==> config.mk <==
export PLATFORM = sky130hd
export DESIGN_NAME = deformable_attention_bilinear_sampler_core
export DESIGN_NICKNAME = d
export VERILOG_FILES = /design/src/dabs_pkg.sv /design/src/deformable_attention_bilinear_sampler_core.sv /design/src/dabs_alu.sv
export SDC_FILE = /design/constraint.sdc
export NUM_CORES = 2
export LEC_CHECK = 0
export ABC_CLOCK_PERIOD_IN_PS = 29800
export BUFFER_PORTS_ARGS = -buffer_cell sky130_fd_sc_hd__buf_2
export CAP_MARGIN = 20
export CORE_MARGIN = 2
export CORE_UTILIZATION = 25
export DETAILED_ROUTE_END_ITERATION = 10
export PLACE_DENSITY = 0.4
export SLEW_MARGIN = 20
export SYNTH_ARGS = -nofsm -noshare
export SYNTH_HDL_FRONTEND = slang
export SYNTH_SLANG_ARGS = --single-unit
==> constraint.sdc <==
create_clock -name clk -period 29.8 [get_ports clk]
set_input_delay 2.98 -clock clk [delete_from_list [all_inputs] [get_ports clk]]
set_output_delay 2.98 -clock clk [all_outputs]
set_load 0.02 [all_outputs]
==> src/dabs_pkg.sv <==
// Shared types and constants for the deformable attention bilinear sampler.
// No dependencies.
package dabs_pkg;

	localparam int MaxLevels = 8;
	localparam int LvlW = $clog2(MaxLevels);

	// Configuration register indexes.
	localparam logic [2:0] RegHeads   = 3'd0;
	localparam logic [2:0] RegQueries = 3'd1;
	localparam logic [2:0] RegKeys    = 3'd2;
	localparam logic [2:0] RegLevels  = 3'd3;
	localparam logic [2:0] RegPoints  = 3'd4;

	// Operation codes for the shared arithmetic unit.
	typedef enum logic [1:0] {
		OP_MUL,
		OP_DIV
	} alu_op_t;

	typedef struct packed {
		logic    start;
		alu_op_t op;
		logic [31:0] a;
		logic [31:0] b;
	} alu_req_t;

	typedef struct packed {
		logic        done;
		logic [31:0] res;
		logic [31:0] rem;
	} alu_rsp_t;

endpackage

==> src/deformable_attention_bilinear_sampler_core.sv <==
// Top level of the deformable attention bilinear sampler: sequencer, level
// start table and corner output. Depends on dabs_pkg and dabs_alu.
//
//  channel | signals                          | direction
//  cfg     | cfg_valid cfg_ready cfg_index .. | in (write)
//  in      | in_valid in_stall + fields       | in
//  out     | out_valid out_stall + fields     | out
//
// Each item runs fourteen passes of the shared multiply/divide unit (two
// divides, twelve multiplies) and four weight steps, and hands out one word
// per corner.
// Reset clears the point counter, start table, cache flag, valid bits and the
// sequencer. in_stall is high while an item is at work; out_stall holds the
// current word.
module deformable_attention_bilinear_sampler_core (
	input  logic        clk,
	input  logic        arst_n,
	input  logic        cfg_valid,
	output logic        cfg_ready,
	input  logic [2:0]  cfg_index,
	input  logic [23:0] cfg_data,
	input  logic        in_valid,
	output logic        in_stall,
	input  logic [23:0] unit_index,
	input  logic [14:0] level_width,
	input  logic [14:0] level_height,
	input  logic signed [15:0] x_floor,
	input  logic signed [15:0] y_floor,
	input  logic [15:0] frac_x,
	input  logic [15:0] frac_y,
	input  logic [15:0] attn_weight,
	output logic        out_valid,
	input  logic        out_stall,
	output logic [1:0]  corner,
	output logic        in_bounds,
	output logic [31:0] row_index,
	output logic [16:0] corner_weight,
	output logic [15:0] weight_out,
	output logic        last
);
	import dabs_pkg::*;

	typedef enum logic [3:0] {
		S_IDLE, S_PREP, S_HQ, S_BATCH, S_HEAD, S_BK, S_BKH, S_LSH,
		S_YW, S_KH, S_WT, S_OUT
	} state_t;

	state_t      state_q;
	logic [6:0]  heads_q;
	logic [15:0] queries_q;
	logic [23:0] keys_q;
	logic [3:0]  levels_q;
	logic [5:0]  points_q;

	logic [7:0]  pcnt_q;
	logic [31:0] lst_q [MaxLevels];
	logic [31:0] parea_q;
	logic        cached_q;

	logic [23:0] unit_q;
	logic [14:0] w_q;
	logic [14:0] h_q;
	logic signed [15:0] xl_q;
	logic signed [15:0] yl_q;
	logic [15:0] fx_q;
	logic [15:0] fy_q;
	logic [15:0] aw_q;
	logic [LvlW-1:0] lvl_q;
	logic [31:0] batch_q;
	logic [31:0] base_q;
	logic [31:0] key_q;
	logic [1:0]  cor_q;
	logic [1:0]  wsel_q;
	logic [16:0] wts_q [4];

	// Operands for the shared unit and its one-cycle launch pulse.
	logic        astart_q;
	alu_op_t     aop_q;
	logic [31:0] aopa_q;
	logic [31:0] aopb_q;
	logic        launch_c;

	alu_req_t req;
	alu_rsp_t rsp;

	assign req = '{start: astart_q, op: aop_q, a: aopa_q, b: aopb_q};

	dabs_alu u_alu (.clk(clk), .arst_n(arst_n), .req(req), .rsp(rsp));

	// Effective register values after saturation.
	logic [6:0]  h_eff;
	logic [15:0] q_eff;
	logic [3:0]  l_eff;
	logic [5:0]  p_eff;
	logic [8:0]  total;
	always_comb begin
		h_eff = (heads_q == 7'd0) ? 7'd1 : heads_q;
		q_eff = (queries_q == 16'd0) ? 16'd1 : queries_q;
		l_eff = (levels_q == 4'd0) ? 4'd1 :
			(levels_q > 4'(MaxLevels)) ? 4'(MaxLevels) : levels_q;
		p_eff = (points_q == 6'd0) ? 6'd1 : (points_q > 6'd32) ? 6'd32 : points_q;
		total = 9'(l_eff) * 9'(p_eff);
	end

	// Level and first-point test by repeated subtraction of P.
	logic [7:0]       pc_eff;
	logic [LvlW-1:0]  lvl_c;
	logic             first_c;
	logic [8:0]       rest;
	always_comb begin
		pc_eff = (9'(pcnt_q) >= total) ? 8'd0 : pcnt_q;
		rest = 9'(pc_eff);
		lvl_c = '0;
		for (int i = 0; i < MaxLevels - 1; i++) begin
			if (rest >= 9'(p_eff)) begin
				rest = rest - 9'(p_eff);
				lvl_c = lvl_c + 1'b1;
			end
		end
		first_c = (rest == 9'd0);
	end

	// Corner geometry.
	logic signed [16:0] cx;
	logic signed [16:0] cy;
	logic        ok;
	always_comb begin
		cx = 17'(xl_q) + (cor_q[1] ? 17'sd1 : 17'sd0);
		cy = 17'(yl_q) + (cor_q[0] ? 17'sd1 : 17'sd0);
		ok = !cx[16] && !cy[16] && (cx < $signed({2'b0, w_q})) &&
			(cy < $signed({2'b0, h_q}));
	end

	// Weight factors for the four corners.
	logic [16:0] wa;
	logic [16:0] wb;
	always_comb begin
		wa = wsel_q[1] ? {1'b0, fx_q} : 17'h10000 - {1'b0, fx_q};
		wb = wsel_q[0] ? {1'b0, fy_q} : 17'h10000 - {1'b0, fy_q};
	end

	logic [33:0] wprod;
	assign wprod = 34'(wa) * 34'(wb) + 34'd32768;

	// States that hand a new operation to the shared unit; the launch is registered into astart_q.
	always_comb begin
		case (state_q)
			S_PREP: launch_c = 1'b1;
			S_HQ, S_BATCH, S_HEAD, S_BK, S_BKH, S_LSH, S_YW: launch_c = rsp.done;
			S_OUT: launch_c = !out_stall && (cor_q != 2'd3);
			default: launch_c = 1'b0;
		endcase
	end

	assign in_stall = (state_q != S_IDLE);
	assign cfg_ready = 1'b1;

	// Register writes.
	always_ff @(posedge clk or negedge arst_n) begin
		if (!arst_n) begin
			heads_q <= 7'd8;
			queries_q <= 16'd1;
			keys_q <= 24'd1;
			levels_q <= 4'd4;
			points_q <= 6'd4;
		end else if (cfg_valid && cfg_ready) begin
			case (cfg_index)
				RegHeads:   heads_q <= cfg_data[6:0];
				RegQueries: queries_q <= cfg_data[15:0];
				RegKeys:    keys_q <= cfg_data;
				RegLevels:  levels_q <= cfg_data[3:0];
				RegPoints:  points_q <= cfg_data[5:0];
				default: ;
			endcase
		end
	end

	// Sequencer: each arithmetic step launches the shared unit and waits.
	always_ff @(posedge clk or negedge arst_n) begin
		if (!arst_n) begin
			state_q <= S_IDLE;
			pcnt_q <= '0;
			parea_q <= '0;
			cached_q <= 1'b0;
			out_valid <= 1'b0;
			astart_q <= 1'b0;
			for (int i = 0; i < MaxLevels; i++) lst_q[i] <= '0;
		end else begin
			astart_q <= launch_c;
			case (state_q)
				S_IDLE: begin
					if (in_valid) begin
						unit_q <= unit_index;
						w_q <= level_width;
						h_q <= level_height;
						xl_q <= x_floor;
						yl_q <= y_floor;
						fx_q <= frac_x;
						fy_q <= frac_y;
						aw_q <= attn_weight;
						state_q <= S_PREP;
					end
				end
				S_PREP: begin
					lvl_q <= lvl_c;
					if (first_c) begin
						if (!cached_q && lvl_c != '0)
							lst_q[lvl_c] <= lst_q[lvl_c - 1'b1] + parea_q;
						parea_q <= 32'(w_q) * 32'(h_q);
					end
					if (9'(pc_eff) + 9'd1 >= total) begin
						pcnt_q <= '0;
						cached_q <= 1'b1;
					end else begin
						pcnt_q <= pc_eff + 8'd1;
					end
					aop_q <= OP_MUL;
					aopa_q <= 32'(h_eff);
					aopb_q <= 32'(q_eff);
					state_q <= S_HQ;
				end
				S_HQ: if (rsp.done) begin
					aop_q <= OP_DIV;
					aopa_q <= 32'(unit_q);
					aopb_q <= rsp.res;
					state_q <= S_BATCH;
				end
				S_BATCH: if (rsp.done) begin
					batch_q <= rsp.res;
					aop_q <= OP_DIV;
					aopa_q <= 32'(unit_q);
					aopb_q <= 32'(h_eff);
					state_q <= S_HEAD;
				end
				S_HEAD: if (rsp.done) begin
					base_q <= rsp.rem;
					aop_q <= OP_MUL;
					aopa_q <= batch_q;
					aopb_q <= 32'(keys_q);
					state_q <= S_BK;
				end
				S_BK: if (rsp.done) begin
					aop_q <= OP_MUL;
					aopa_q <= rsp.res;
					aopb_q <= 32'(h_eff);
					state_q <= S_BKH;
				end
				S_BKH: if (rsp.done) begin
					base_q <= base_q + rsp.res;
					aop_q <= OP_MUL;
					aopa_q <= lst_q[lvl_q];
					aopb_q <= 32'(h_eff);
					state_q <= S_LSH;
				end
				S_LSH: if (rsp.done) begin
					base_q <= base_q + rsp.res;
					cor_q <= 2'd0;
					aop_q <= OP_MUL;
					aopa_q <= 32'(yl_q);
					aopb_q <= 32'(w_q);
					state_q <= S_YW;
				end
				// Row key for the current corner.
				S_YW: if (rsp.done) begin
					key_q <= rsp.res + 32'(cx);
					aop_q <= OP_MUL;
					aopa_q <= rsp.res + 32'(cx);
					aopb_q <= 32'(h_eff);
					state_q <= S_KH;
				end
				S_KH: if (rsp.done) begin
					key_q <= base_q + rsp.res;
					wsel_q <= 2'd0;
					state_q <= (cor_q == 2'd0) ? S_WT : S_OUT;
					out_valid <= (cor_q != 2'd0);
				end
				// Four corner weights, one multiply each.
				S_WT: begin
					wts_q[wsel_q] <= wprod[32:16];
					wsel_q <= wsel_q + 2'd1;
					if (wsel_q == 2'd3) begin
						state_q <= S_OUT;
						out_valid <= 1'b1;
					end
				end
				S_OUT: if (!out_stall) begin
					out_valid <= 1'b0;
					if (cor_q == 2'd3) begin
						state_q <= S_IDLE;
					end else begin
						cor_q <= cor_q + 2'd1;
						aop_q <= OP_MUL;
						aopa_q <= 32'(yl_q) + (cor_q[0] ? 32'd0 : 32'd1);
						aopb_q <= 32'(w_q);
						state_q <= S_YW;
					end
				end
				default: state_q <= S_IDLE;
			endcase
		end
	end

	// Output word from the current corner.
	assign corner = cor_q;
	assign in_bounds = ok;
	assign row_index = ok ? key_q : 32'd0;
	assign corner_weight = ok ? wts_q[cor_q] : 17'd0;
	assign weight_out = aw_q;
	assign last = (cor_q == 2'd3);

`ifndef NO_ASSERTIONS
	a_no_in_while_out: assert property (@(posedge clk) disable iff (!arst_n)
		out_valid |-> in_stall) else $error("output word while idle");
	a_hold: assert property (@(posedge clk) disable iff (!arst_n)
		out_valid && out_stall |=> out_valid && $stable(cor_q))
		else $error("stalled word dropped");
	a_cnt: assert property (@(posedge clk) disable iff (!arst_n)
		(state_q == S_IDLE) |-> (9'(pcnt_q) < total || cached_q || pcnt_q == 8'd0))
		else $error("point counter out of range");
`endif

endmodule

==> src/dabs_alu.sv <==
// Shared multi-cycle arithmetic unit: 32x32 multiply (low 32 bits) done one
// bit per cycle, and 32-bit unsigned divide, one quotient bit per cycle.
// Depends on dabs_pkg.
module dabs_alu (
	input  logic              clk,
	input  logic              arst_n,
	input  dabs_pkg::alu_req_t req,
	output dabs_pkg::alu_rsp_t rsp
);
	import dabs_pkg::*;

	logic        busy_q;
	logic        done_q;
	alu_op_t     op_q;
	logic [5:0]  cnt_q;
	logic [31:0] a_q;
	logic [31:0] b_q;
	logic [31:0] acc_q;
	logic [31:0] rem_q;
	logic [32:0] trial;
	logic [31:0] rem_sh;

	assign rem_sh = {rem_q[30:0], a_q[31]};
	assign trial = {1'b0, rem_sh} - {1'b0, b_q};

	// One step of shift-add or restoring division per cycle.
	always_ff @(posedge clk or negedge arst_n) begin
		if (!arst_n) begin
			busy_q <= 1'b0;
			cnt_q <= '0;
			done_q <= 1'b0;
		end else begin
			done_q <= busy_q && !req.start && (cnt_q == 6'd31);
			if (req.start) begin
				busy_q <= 1'b1;
				op_q <= req.op;
				cnt_q <= '0;
				a_q <= req.a;
				b_q <= req.b;
				acc_q <= '0;
				rem_q <= '0;
			end else if (busy_q) begin
				case (op_q)
					OP_MUL: begin
						if (a_q[0]) acc_q <= acc_q + b_q;
						a_q <= {1'b0, a_q[31:1]};
						b_q <= {b_q[30:0], 1'b0};
					end
					OP_DIV: begin
						a_q <= {a_q[30:0], 1'b0};
						if (!trial[32]) begin
							rem_q <= trial[31:0];
							acc_q <= {acc_q[30:0], 1'b1};
						end else begin
							rem_q <= rem_sh;
							acc_q <= {acc_q[30:0], 1'b0};
						end
					end
					default: ;
				endcase
				cnt_q <= cnt_q + 6'd1;
				if (cnt_q == 6'd31) begin
					busy_q <= 1'b0;
				end
			end
		end
	end

	assign rsp = '{done: done_q, res: acc_q, rem: rem_q};

endmodule

==> flow_metrics.py <==
metrics = {
    "placement": {
        "io_buffer_count": 236,
        "pre_cts_ws_ns": 1.484,
        "place.detailed.hpwl_um": 172200,
        "gp_congestion": 0.8481,
        "dp_cells": 9985,
    },
    "worst_setup_path": {
        "r2r_slack_ns": 2.28,
        "crit_top_cell": "o21ai_0",
        "cp_slowest_cell": "ha_1",
        "slowest_delay_ns": 0.57,
        "cp_data_required_time_ns": 30.47,
        "path_class": "reg2reg",
        "reg2reg_depth": 116,
        "reg2reg_from": "points_q[5]",
        "cp_max_fo": 16,
        "worstReg2RegEnd": "lst_q[222]",
        "endpoint_kind": "flip-flop",
        "worstPathArrival_ns": 28.20,
        "startpoint_type": "flip-flop",
    },
    "route": {
        "drt_iter0_markers": 3384,
        "drtPass1Iterations": 9,
        "top_layer": "met4",
        "via_per_inst": 4.812,
        "postRouteAntennaNets": 0,
        "wirelength_um": 230900,
        "dr_wl_met3_um": 9183,
        "wire_per_inst_um": 22.62,
        "met2_length_um": 113100,
        "vias": 49110,
        "drc": 0,
        "wl_met1_um": 103100,
    },
    "global_route": {
        "antenna_found_initial": 20,
        "grt_pass1_wl_um": 344100,
        "grt_usage": 0.1689,
        "grt_max_degree": 155,
        "grt_pass1_vias": 51200,
        "overflow": 0,
    },
    "worst_hold_path": {
        "hold_depth": 0,
        "hold_path.class": "reg2reg",
        "hp-start": "aop_q[0]",
        "hold_path_end": "u_alu.op_q[0]",
    },
    "synthesis": {
        "synth-seq-cells": 867,
        "synth_top_family_by_area": "adder cells",
        "synth_async_sr_flop_share": 0.4221,
        "synthSimpleGateAreaFrac": 0.1218,
        "ys_seq_area_frac": 0.3626,
        "synthCells": 6381,
        "ys.flop_type": "edfxtp_1",
        "avgSynthCellArea_um2": 10.46,
        "synth-edff-count": 499,
        "synthXorXnorAreaFrac": 0.03912,
        "synth-compound-area-share": 0.1073,
        "syn_nets": 7439,
        "synthAdderAreaFrac": 0.2136,
        "syn-cell-area_um2": 66720,
        "synthMuxAreaShare": 0.1014,
        "synth_cell_types": 98,
        "yosys_warnings": 0,
    },
    "clocking": {
        "h-tree-depth": 3,
        "clk_latency_ns": 0.83,
        "numCtsBuffers": 113,
        "clockBufferDepth": 3,
        "clkTransAtPathRegs_ns": 0.06,
        "cts_tree": "done",
        "cts-root-buf": "clkbuf_16",
        "cts_hold_buffers": 0,
        "cts.sinks": 867,
    },
    "timing": {
        "period_share": 0.9236,
        "fin_hold_ws_ns": 0.4403,
        "relSlewSlack": 0.2136,
        "rsz0062_at_grt": "false",
        "slew_viol_final": 0,
        "hold_viol_final": 0,
        "setup_slack_ns": 2.276,
        "final.min_clock_period_ns": 27.52,
        "fmax_mhz": 36.33,
        "tns_ns": 0,
        "setup_viol": 0,
        "tightest_slew_ns": 1.172,
        "clock-skew-final_ns": 0.1313,
    },
    "floorplan": {
        "die_h_um": 520.6,
        "fp-row-count": 189,
        "fp.dieW_um": 520.6,
        "initial_core_util": 0.2515,
        "die_area_um2": 271000,
        "core-area_um2": 265300,
        "io_pins": 238,
    },
    "final_layout": {
        "fillers": 27720,
        "drive_gt1_frac": 0.1448,
        "area_growth_pct": 14.15,
        "layout.cells.non_filler": 10210,
        "fin_nets": 7626,
    },
    "flow_run": {
        "drv_cap": 0,
    },
    "outcome": {
        "status": "complete, no violations",
    },
}
-- synthesized netlist by cell type (all sizes together) (114+ instances only) --
cell / number / area, um^2
mux2: 344 / 3874
nor3: 114 / 580.6
and2: 128 / 800.8
a21oi: 213 / 1077
inv: 640 / 2402
xnor2: 187 / 1638
o22ai: 116 / 732.0
clkbuf: 227 / 852.1
edfxtp: 499 / 14980
o21ai: 328 / 1653
nor2: 449 / 1685
ha: 482 / 6031
nand2: 705 / 2646
dfrtp: 361 / 9034
fa: 410 / 8208
-- cells in the final DEF (no fill, tap or decap), types with 44 or more instances in the layout --
master	instances
nand3_1	81
nand2_1	702
o22ai_1	115
nor2b_1	44
ha_1	482
buf_4	111
mux2_1	85
fa_1	410
o21ai_0	321
xnor2_1	183
edfxtp_1	499
xor2_1	107
buf_2	235
nor2_1	443
clkbuf_16	114
and2_1	128
dfrtp_1	359
nor3_1	105
mux2_2	259
nand2b_1	51
mux2i_1	92
inv_1	639
mux4_2	87
a21oi_1	209
a21o_1	54
-- area by class of cell --
cell class / count / area [um^2] / share of cell area
Tap cell: 3533 / 4420 / 0.05804
Timing Repair Buffer: 349 / 2056 / 0.02699
Sequential cell: 867 / 24190 / 0.3177
Timing Repair inverter: 1 / 5.005 / 0.00006572
Clock inverter: 64 / 764.5 / 0.01004
Clock buffer: 148 / 3050 / 0.04005
Inverter: 644 / 2421 / 0.03179
Multi-Input combinational cell: 4592 / 39230 / 0.5151
Antenna cell: 8 / 20.02 / 0.0002629
-- cells by family after synthesis --
| kind of cell | after synthesis |
|---|---|
| DFF | 867 |
| xor gates and xnor gates | 298 |
| AOI/OAI and AO/OA | 1107 |
| buffers and inverters | 922 |
| adders and majority gates | 893 |
| muxes | 524 |
| and+or+nand+nor | 1769 |
| other | 1 |
-- through the flow --
stage,util,cell area [um^2]
after floorplan,-,66720
after global placement,0.2723,72250
after detailed placement,0.2724,72260
after CTS,0.2867,76080
after global routing,0.2870,76150
final,0.2870,76160
-- worst max-delay path: cells and delay by family, from the launching register on --
| kind | cells | cell delay [ns] |
|---|---|---|
| DFF | 1 | 0.51 |
| AOI/OAI and AO/OA | 63 | 13.23 |
| xor gates and xnor gates | 3 | 0.69 |
| and+or+nand+nor | 19 | 3.69 |
| adders and majority gates | 14 | 4.85 |
| buffers and inverters | 10 | 1.74 |
| muxes | 7 | 2.62 |
-- sequential cells by signal, summed over array words and instances (netlist names), 30 cells and up, named ones only --
signal	cells
u_alu.a_q	32
u_alu.acc_q	32
u_alu.b_q	32
base_q	32
lst_q	256
batch_q	32
aopb_q	32
parea_q	30
u_alu.rem_q	32
key_q	32
wts_q	68
aopa_q	32
-- per-layer routing --
metal,GRT usage,up-vias
li1,-,22710
met1,0.2241,25170
met2,0.2917,1002
met3,0.01870,229
met4,0.04259,0
met5,0,-
-- worst max-delay path by stage --
stage / startpoint / to / slack, ns
6_report: points_q[5] / lst_q[222] / 2.28
5_1_grt: points_q[5] / lst_q[62] / 0.08
4_1_cts: points_q[5] / lst_q[190] / 1.33
3_5_place_dp: points_q[5] / lst_q[62] / 1.48
3_3_place_gp: points_q[5] / lst_q[62] / 1.72
2_1_floorplan: points_q[5] / lst_q[190] / 4.69
-- repair_timing --
| item | CTS | global route |
|---|---|---|
| gates resized for setup | 0 | 7 |
| setup buffers | 0 | 0 |
| endpoints found under the setup margin | 0 | 55 |
Power is not shown: default switching activity piles up to over one toggle a cycle in this logic, so the estimate is an artifact.
